`config.mk`:
```
export PLATFORM = sky130hd
export DESIGN_NAME = slr_ctrl
export DESIGN_NICKNAME = d
export VERILOG_FILES = /design/src/sv/slr_pkg.sv /design/src/sv/slr_ctrl.sv
export SDC_FILE = /design/constraint.sdc
export NUM_CORES = 1
export LEC_CHECK = 0
export BUFFER_PORTS_ARGS = -buffer_cell sky130_fd_sc_hd__buf_4
export CORE_AREA = 5 5 42 44
export CTS_BUF_LIST = sky130_fd_sc_hd__clkbuf_16
export CTS_CLUSTER_SIZE = 28
export DETAILED_ROUTE_END_ITERATION = 7
export DIE_AREA = 0 0 47 49
export HOLD_SLACK_MARGIN = 0.1
export MAX_ROUTING_LAYER = met4
export PLACE_DENSITY = 0.66
export SLEW_MARGIN = 15
export SYNTH_ARGS = -nofsm -noshare
export SYNTH_HDL_FRONTEND = slang
export SYNTH_SLANG_ARGS = --single-unit
```
`constraint.sdc`:
```
create_clock -name clock -period 1.6 [get_ports clock]
set_clock_uncertainty 0.15 [all_clocks]
set_input_delay 0.16 -clock clock [delete_from_list [all_inputs] [get_ports clock]]
set_output_delay 0.16 -clock clock [all_outputs]
set_load 0.05 [all_outputs]
```
`src/sv/slr_pkg.sv`:
```
// shared types and constants for the spectrum linear rebin block
// no dependencies
`default_nettype none
package slr_pkg;

   localparam int ValueWidth = 32;
   localparam int FluxWidth  = 48;
   localparam int RegIndexLastGrid = 0;

   typedef enum logic [3:0] {
      ST_IDLE,
      ST_READ,
      ST_SCAN,
      ST_FETCH_LO,
      ST_FETCH_HI,
      ST_PREP,
      ST_MUL,
      ST_DIV,
      ST_SUM,
      ST_WIDTH,
      ST_OUT
   } state_type;

   // controller to datapath
   typedef struct packed {
      logic capture;    // latch bin item
      logic load;       // write grid point
      logic rd_ptr;     // read at search pointer
      logic rd_lower;   // read at upper-1
      logic rd_upper;   // read at upper
      logic step;       // advance scan pointer
      logic prep;       // differences and signs
      logic mul;        // partial product step
      logic div_start;
      logic div_step;
      logic sum;
      logic width_mul;
      logic finish;     // compute result, update pointer
   } cmd_type;

   // datapath to controller
   typedef struct packed {
      logic scan_go;    // pointer in range and energy below midpoint
      logic bracket_ok;
      logic trivial;    // interpolation collapses to f0
      logic mul_done;
      logic div_done;
   } status_type;

endpackage
`default_nettype wire

```
`src/sv/slr_ctrl.sv`:
```
// controller state machine for the rebin block
// depends on slr_pkg
`default_nettype none
module slr_ctrl
   import slr_pkg::*;
(
   input  wire logic       clock,
   input  wire logic       reset,
   input  wire logic       req_valid,
   output logic            req_ready,
   input  wire logic       req_action,
   output logic            rsp_valid,
   input  wire logic       rsp_ready,
   input  wire status_type status,
   output cmd_type         cmd
);
   state_type state_ff, state_in;
   logic      out_valid_ff, out_valid_in;

   always_ff @(posedge clock) begin
      if (reset) begin
         state_ff     <= ST_IDLE;
         out_valid_ff <= 1'b0;
      end else begin
         state_ff     <= state_in;
         out_valid_ff <= out_valid_in;
      end
   end

   assign rsp_valid = out_valid_ff;

   // next state and commands
   always_comb begin
      state_in     = state_ff;
      cmd          = '0;
      req_ready    = 1'b0;
      out_valid_in = out_valid_ff && !rsp_ready;
      unique case (state_ff)
         ST_IDLE: begin
            req_ready = 1'b1;
            if (req_valid) begin
               cmd.capture = 1'b1;
               if (req_action) begin
                  cmd.rd_ptr = 1'b1;
                  state_in   = ST_READ;
               end else begin
                  cmd.load = 1'b1;
               end
            end
         end
         ST_READ: state_in = ST_SCAN;
         ST_SCAN: begin
            if (status.scan_go) begin
               cmd.step = 1'b1;
               state_in = ST_READ;
            end else if (status.bracket_ok) begin
               cmd.rd_lower = 1'b1;
               state_in     = ST_FETCH_LO;
            end else begin
               state_in = ST_OUT;
            end
         end
         ST_FETCH_LO: begin
            cmd.rd_upper = 1'b1;
            state_in     = ST_FETCH_HI;
         end
         ST_FETCH_HI: state_in = ST_PREP;
         ST_PREP: begin
            cmd.prep = 1'b1;
            state_in = ST_MUL;
         end
         ST_MUL: begin
            if (status.trivial) begin
               state_in = ST_SUM;
            end else begin
               cmd.mul = 1'b1;
               if (status.mul_done) begin
                  cmd.div_start = 1'b1;
                  state_in      = ST_DIV;
               end
            end
         end
         ST_DIV: begin
            cmd.div_step = 1'b1;
            if (status.div_done) state_in = ST_SUM;
         end
         ST_SUM: begin
            cmd.sum  = 1'b1;
            state_in = ST_WIDTH;
         end
         ST_WIDTH: begin
            cmd.width_mul = 1'b1;
            state_in      = ST_OUT;
         end
         ST_OUT: begin
            if (!out_valid_ff || rsp_ready) begin
               cmd.finish   = 1'b1;
               out_valid_in = 1'b1;
               state_in     = ST_IDLE;
            end
         end
         default: state_in = ST_IDLE;
      endcase
   end
endmodule
`default_nettype wire

```
# ---- Word level (Yosys, flattened, before mapping)
# Cells that the tools add are included.
dict set report op_classes {
  order_cmp 0
  div_mod_pow 0
  addsub 0
  n_mux 31
  n_reduce_logical 6
  n_eq_ne 15
  bitwise 0
  n_mul 0
  n_shift 0
}
# operator n
set ops {}
lappend ops {{case mux 4 bit (11 select lines)} 1}
lappend ops {{two-way mux 4 bit} 8}
lappend ops {{two-way mux 1 bit} 18}
lappend ops {{equality test 4 x 3 -> 1 bit (second input constant)} 4}
lappend ops {{equality test 4 bit (second input constant)} 3}
lappend ops {{equality test 4 x 2 -> 1 bit (second input constant)} 2}
lappend ops {{inequality test 2 bit (second input constant)} 4}
lappend ops {{two-way mux 3 bit} 2}
lappend ops {{AND reduction 5 bit} 1}
lappend ops {{equality test 4 x 1 -> 1 bit (second input constant)} 1}
lappend ops {{logical NOT 4 bit} 1}
lappend ops {{two-way mux 2 bit} 2}
lappend ops {{inequality test 3 bit (second input constant)} 1}
lappend ops {{logical NOT 1 bit} 2}
lappend ops {{logical AND 1 bit} 1}
lappend ops {{logical OR 1 bit} 1}
dict set report word_totals {
  output_inout_bits 15
  mem_bits_rw 0
  input_bits 10
  latch_bits 0
  elab_cells 54
  reg_bits 5
  mem_count 0
  romBits 0
}

# ---- Depth between registers and ports, before layout
dict set report depth {
  depth_word 4
  ltp_mapped 6
  mapped_depth_nobuf 4
}

# ---- Worst setup path before layout
# Ideal clock, no wire load.
dict set report synth_path {
  kind {reg2out}
  start {reg state_ff[3]}
  end {out cmd[11] (netlist name)}
  stages_incl_launch_ff 4
  path_slack_ps -1132
  arrival_ps 2422
  t_required_ps 1290
  path_cell_list {dfxtp_1 > nor4_4 > and2_1 > nor2b_1}
}
# element line_no
set synth_lines {}
lappend synth_lines {{from (decl)} slr_ctrl.sv:17} ;# state_type state_ff, state_in;
lappend synth_lines {{from (signal assigned)} slr_ctrl.sv:25} ;# state_ff <= state_in;
lappend synth_lines {{to (decl)} slr_ctrl.sv:15} ;# output cmd_type cmd

==> impl_metrics.yaml <==
synthesis:
  synth_top_area_cell: "dfxtp_1"
  synth_area_leaders: "dfxtp_1, a21oi_1, buf_4"
  syn_avg_cell_area_sq_um: 7.546
  ys_types: 31
  seq_area_frac_synth_pct: 20.73
  synth_top_cell_area_share_pct: 20.73
  async_flop_share_pct: 0
  yosys_warnings: 0
  synth_flop_cell: "dfxtp_1"
  netlist_area_sq_um: 483.0
  synth_seq_cells: 5
  syn_inst: 64
  synth_edf_count: 0
  syn_nets: 74
timing:
  setup_violations: 7
  period_share_pct: 107.8
  fin_ws_ps: -125.2
  post-route-min-period_ps: 1725
  relSlewSlack_pct: 78.62
  max_clock_freq_mhz: 579.6
  setup_tns_ps: -529.3
  rsz0062_at_grt: "true"
  worst_pin_slew_ps: 319.3
  slew_violations: 0
  hold_viol_final: 0
finish:
  final-seq-area_sq_um: 107.6
  layout_commonest_cell: "buf_4"
  multiInputGateArea_sq_um: 434.2
  syn2layout_area_growth_pct: 100.0
  antenna_cells: 0
  nNetsFinal: 110
  layout_common_cells: "buf_4, a21oi_1, buf_6, nor2_1"
  drive_gt1_share_pct: 61.62
  fill_cells: 119
global_route:
  grt_remaining_overflow: 0
  grt_pass1_vias: 579
  antenna_found_initial: 0
  grt_pass1_wl_microns: 2573
  grt_usage_pct: 15.46
  grt_max_degree: 11
clock_network:
  cts_tree: "built"
  clock_tree.root_cell: "clkbuf_16"
  cts_htree_levels: 1
  cts.sinks: 5
  clock_latency_ps: 230
  cts_buffers: 3
  clk_path_buf_depth: 2
  path_clk_slew_ps: 30
power_and_ir_drop:
  peakVddDrop_mv: 1.182
  power.density_nw_per_um2: 1971
  p_leak_nw: 0.4441
critical_path:
  worstPathRequired_ps: 1290
  path_class: "flip-flop to output port"
  end_kind: "output port"
  reg2reg_from: "state_ff[3]$_SDFFE_PP0P_"
  cp-startpoint: "state_ff[3]$_SDFFE_PP0P_"
  critPathMaxFanout: 4
  cp.arrival_ps: 1420
  reg2reg_depth: 5
  reg2reg_setup_slack_ps: 50
  start_kind: "flip-flop"
  crit_end: "cmd[11]"
  r2r-end: "state_ff[0]$_SDFFE_PP0P_"
routing:
  viasPerCell: 5.348
  drtIter0Drc: 3
  wirelength_microns: 1600
  firstDrtPassIters: 4
  postRouteAntennaNets: 0
  vias: 615
  drcViolationCount: 0
  routedWlPerCell_microns: 13.91
floorplan:
  core-area_sq_um: 1401
  start_util_pct: 34.46
  ioPinCount: 25
  die_height_microns: 49
  die-width_microns: 47
  die_area_sq_um: 2303
  row_count: 14
min_path:
  hp-start: "rsp_ready"
  hold_class: "input port to flip-flop"
job:
  maxCapViolations: 0
status:
  violations: "negative setup slack"
  status: "finished with violations"
place:
  numPortBuffers: 24
  dp_slack_ps: 36.55
  gp_congestion: 0.8395
  dp_hpwl_microns: 1169
## sequential cells by signal, indices dropped and copies added, names as in the netlist
name	flops
rsp_valid	1
state_ff	4
## cells in the mapped netlist (all sizes together) (2+ instances only)
cell and number:
a21oi 7, and2 2, and3 3, buf 5, dfxtp 5, inv 2
nand2 3, nand2b 3, nor2 7, nor2b 2, nor3 4, nor3b 2
o211a 2, o21ai 3
## final cells by class
type,instances,share of cell area (%)
inverter,2,0.7772
clock buffer,3,7.772
sequential,5,11.14
clock inverter,1,0.3886
tap,16,2.073
multi-input combinational,52,44.95
timing repair buffer,36,32.90
## where the power goes
group          total, W  switching, W  internal [W]
Combinational   0.00123      0.000664      0.000567
Sequential     0.000266     0.0000905      0.000176
Clock          0.000407     0.0000830      0.000324
Total           0.00190      0.000838       0.00107
## timing repair
| item | CTS | global route |
|---|---|---|
| endpoints found under the setup margin | 12 | 15 |
| hold buffers | 1 | 0 |
| resized for setup | 9 | 14 |
| pin swaps | 4 | 2 |
| buffers inserted | 1 | 2 |
| hold endpoints to repair | 4 | 0 |
## per-stage QoR
stage	area (sq um)	power, W	instances	utilization [%]	hold slack, ps
after floorplan	551.8	0.001028	64	-	82.38
after global placement	775.7	0.001295	107	55.36	193.8
after detailed placement	775.7	0.001303	107	55.36	196.9
after CTS	902.1	0.001760	113	64.38	196.5
after global routing	965.9	0.002009	115	68.93	240.5
final	965.9	0.001904	115	68.93	204.4
## worst max-delay path: stages, from the launching register on
cell and delay [ps]:
dfxtp_2 340, nor4_4 350, and2_4 210, nor2b_4 130, buf_6 160
## logic make-up after synthesis
group,Yosys count,share of synthesized area [%]
muxes,1,2.073
AOI/OAI and AO/OA,19,27.46
buffers and inverters,7,8.290
DFF,5,20.73
and+or+nand+nor,32,41.45
## how the worst min path moves through the flow
stage                                to  slack, ps  depth (start not counted)
3_3_place_gp       rsp_valid$_SDFF_PP0_        190                          2
6_report       state_ff[3]$_SDFFE_PP0P_        200                          4
2_1_floorplan      rsp_valid$_SDFF_PP0_         80                          1
3_5_place_dp       rsp_valid$_SDFF_PP0_        200                          2
4_1_cts        state_ff[3]$_SDFFE_PP0P_        200                          4
5_1_grt        state_ff[3]$_SDFFE_PP0P_        240                          4
## per-layer routing
metal,track usage (%),vias to the layer above,share of wire [%]
met2,25.34,16,55
met3,2.214,0,3.8
met4,6.912,0,0
li1,-,304,-
met5,-,-,0
met1,17.84,295,42
No activity file was read; power rests on OpenSTA's default activity.
